===== src/rtl/core/tapd_pkg.sv =====
// shared types, codes and helpers for the tree distance block
// no dependencies
package tapd_pkg;

    localparam int MAX_NODES_DEF = 256;
    localparam int QUEUE_DEPTH   = 2;

    localparam logic [1:0] OP_FIRST = 2'd0;
    localparam logic [1:0] OP_EDGE  = 2'd1;
    localparam logic [1:0] OP_QUERY = 2'd2;

    localparam logic [7:0] EDGE_LIMIT = 8'd255;

    typedef enum logic [1:0] {
        K_NOP,
        K_QUERY,
        K_START,
        K_EDGE
    } t_kind;

    typedef struct packed {
        t_kind      kind;
        logic [7:0] node_a;
        logic [7:0] node_b;
    } t_cmd;

    function automatic logic [7:0] sat_inc(input logic [7:0] v);
        return (v == 8'hFF) ? 8'hFF : v + 8'd1;
    endfunction

endpackage


===== src/rtl/core/tapd_fifo.sv =====
// short command queue between front and back end
// depends on tapd_pkg
module tapd_fifo import tapd_pkg::*; #(
    parameter int DEPTH = QUEUE_DEPTH
) (
    input  logic i_clk,
    input  logic i_rst_n,
    input  logic i_push,
    input  t_cmd i_data,
    output logic o_full,
    input  logic i_pop,
    output logic o_empty,
    output t_cmd o_data
);

    localparam int AW = (DEPTH > 1) ? $clog2(DEPTH) : 1;

    t_cmd              r_mem [DEPTH];
    logic [AW-1:0]     r_wp, r_rp;
    logic [AW:0]       r_cnt;

    assign o_full  = (r_cnt == (AW+1)'(DEPTH));
    assign o_empty = (r_cnt == '0);
    assign o_data  = r_mem[r_rp];

    always_ff @(posedge i_clk) begin
        if (i_push && !o_full) r_mem[r_wp] <= i_data;
    end

    always_ff @(posedge i_clk) begin
        if (!i_rst_n) begin
            r_wp  <= '0;
            r_rp  <= '0;
            r_cnt <= '0;
        end else begin
            if (i_push && !o_full)
                r_wp <= (r_wp == AW'(DEPTH-1)) ? '0 : r_wp + AW'(1);
            if (i_pop && !o_empty)
                r_rp <= (r_rp == AW'(DEPTH-1)) ? '0 : r_rp + AW'(1);
            r_cnt <= r_cnt + (AW+1)'(i_push && !o_full) - (AW+1)'(i_pop && !o_empty);
        end
    end

endmodule


===== config.mk =====
export PLATFORM = sky130hd
export DESIGN_NAME = tapd_fifo
export DESIGN_NICKNAME = d
export VERILOG_FILES = /design/src/rtl/core/tapd_pkg.sv /design/src/rtl/core/tapd_fifo.sv
export SDC_FILE = /design/constraint.sdc
export NUM_CORES = 1
export LEC_CHECK = 0
export BUFFER_PORTS_ARGS = -buffer_cell sky130_fd_sc_hd__buf_2
export CORE_AREA = 2 2 61 75
export CTS_CLUSTER_SIZE = 12
export DETAILED_ROUTE_END_ITERATION = 6
export DIE_AREA = 0 0 63 77
export SKIP_LAST_GASP = 1
export SYNTH_ARGS = -nofsm -noshare
export SYNTH_HDL_FRONTEND = slang
export SYNTH_SLANG_ARGS = --single-unit

===== constraint.sdc =====
create_clock -name i_clk -period 1.6 [get_ports i_clk]
set_input_delay 0.32 -clock i_clk [delete_from_list [all_inputs] [get_ports i_clk]]
set_output_delay 0.32 -clock i_clk [all_outputs]
set_load 0.01 [all_outputs]

==> out/results.txt <==
status -> finished clean
R2R Path Start -> r_cnt[1]
Crit Path Class -> reg -> out
CTS tree -> done
Setup violations, final -> 0
total vias in the final route -> 875
most frequent cells in the layout -> edfxtp_1, buf_2, buf_6
H-tree depth -> 2
Pleak -> 0.901 nW
Tmin final -> 1590 ps
Synth area leaders -> edfxtp_1, mux2_4, dfxtp_1
Total Wirelength -> 2720 um
n_diodes -> 0
setup ws final -> 12.7 ps
Synth Area in Adders -> 1.58%
Hold Fails Final Rpt -> 0
required time of the worst setup path -> 1280 ps
synth warn -> 0
Worst-Skew Late Latency -> 290 ps
Die H -> 77 um
Avg Inst Size Synth -> 19.6 um2
clk_skew -> 3.26 ps
Routed Antenna Nets -> 0
area growth from synthesis to layout -> 41.2%
XOR/XNOR share of the synthesized area -> 1.65%
cell area power density -> 1510 nW/um2
worst min-delay path category -> in -> reg
largest family of logic cells by synthesized area -> multiplexers
Yosys reg bits -> 41
# port buffers -> 41
number of max-slew violations in the final report -> 0
cts hold-fix bufs -> 0
fmax -> 630 MHz
routability cong. -> 0.675
Reg2Reg Depth -> 7
mux cell area share after synthesis -> 15.8%
die area -> 4850 um2
unrepaired setup endpoints after global routing -> true
Seq/Total Area, Yosys -> 74.4%
post-place setup slack -> -49.1 ps
I/O pin cnt -> 42
r2r endpoint -> r_cnt[1]
DR WL/cell -> 13.9 um
Finished Core Util -> 54.3%
mapped cell area -> 1590 um2
share of the synthesized area in the top cell type -> 68.1%
Worst setup EP type -> output port
clk slew on worst S/H paths -> 80 ps
WP data arrival -> 1270 ps
clk root buf -> clkbuf_8
Max-Cap Viols -> 0
row count -> 26
Detailed Routing Iterations Pass 1 -> 4
Die X -> 63 um
Syn Nets -> 105
first-pass GRT wire length -> 3970 um
leading area contributor after synthesis -> edfxtp_1
Initial Utilization -> 38.4%
commonest non-fill, non-tap cell in the layout -> edfxtp_1
vias in the first global route -> 866
Inserted Clock Buffers -> 5
CORE AREA -> 4130 um2
Residual DRC -> 0
largest net degree at the start of global routing -> 14
worst-margin pin slew -> 216 ps
Final period util -> 99.2%
total power -> 3.39 mW
Tot GR Track Use -> 11.1%
Detailed Route Iter0 Violations -> 18
CTS Sinks -> 41
CP Max Fanout -> 5
Unique masters post-synth -> 17
CP startpoint kind -> register
VDD IR max -> 0.866 mV
layout net count -> 163
final setup TNS -> 0 ps
cells after synthesis -> 81
initial antenna violation count -> 0
mean number of vias per cell -> 4.46
post-synthesis simple-gate area fraction -> 3.70%
compound-cell area share of the yosys netlist -> 0.473%
reg-to-reg slack, setup -> 70 ps
grt total ovfl -> 0
Max-slew headroom -> 85.5%
clk buf depth -> 2
fraction of layout instances using a drive strength above 1 -> 62.9%
Final HPWL DP -> 1730 um
Setup crit end -> o_data[4]
[synthesized netlist by cell type]
cell type  count
xnor2_1        3
ha_1           2
inv_1          2
mux2_2         8
mux2i_1        1
nand2b_1       2
dfxtp_1        5
buf_6          1
mux2_4        10
edfxtp_1      36
nor2_1         2
and3_1         1
nor2b_1        2
o21a_1         1
nand2_1        2
and2_1         2
buf_12         1
[metrics by stage]
step	hold slack (ps)	cells	cell area, um2
floorplan	419	81	1590
global placement	483	183	1890
detailed placement	496	183	1890
CTS	210	192	2010
global route	200	196	2240
finish	218	196	2240
[cell families after synthesis]
family,Yosys count
multiplexers,19
AND/OR/NAND/NOR,11
adder cells (fa/ha/maj),2
flip-flops,41
AO/OA/AOI/OAI,1
buffers and inverters,4
XOR/XNOR,3
[cell type report]
type,count,area (um2)
Tap cell,56,70.1
Clock inverter,3,17.5
Clock buffer,5,68.8
Inverter,2,7.51
Fill cell,347,1890
Timing Repair Buffer,53,445
Sequential cell,41,1190
Multi-Input combinational cell,36,443
[worst max-delay path, stage by stage, from the launching register on]
cell	delay [ps]
dfxtp_4	400
buf_6	150
mux2_4	310
buf_6	120
[registers in the layout, indices dropped and copies added, names as in the netlist, named ones only]
name,count
r_mem,36
r_rp,1
r_cnt,2
r_wp,1
[repair_timing]
item                                    4_1_cts  5_1_grt
gates cloned                                  1        1
setup buffers                                 0        3
pin swaps                                     0        6
hold endpoints to repair                      0        0
endpoints found under the setup margin       10       19
resized for setup                             9       35
[power by group]
group	total [mW]	switching [mW]	internal, mW
clock network	0.641	0.340	0.301
registers	1.45	0.0867	1.36
logic	1.30	0.499	0.798
total	3.39	0.926	2.46
[routing by layer]
layer	share of wire, %	track usage, %
met2	53	19.1
met1	39	11.8
met3	5.9	4.69
met5	0	0
met4	2.2	4.67
[how the worst min path moves through the flow]
stage,from,to,slack (ps),cells past startpoint
after floorplan,i_data[0],r_mem[0][0],420,0
after global placement,r_wp,r_wp,480,2
after detailed placement,r_wp,r_wp,500,2
after CTS,i_data[13],r_mem[1][13],210,1
after global routing,i_data[10],r_mem[0][10],200,1
final,i_data[9],r_mem[0][9],220,1
(Power assumes the default switching activity.)
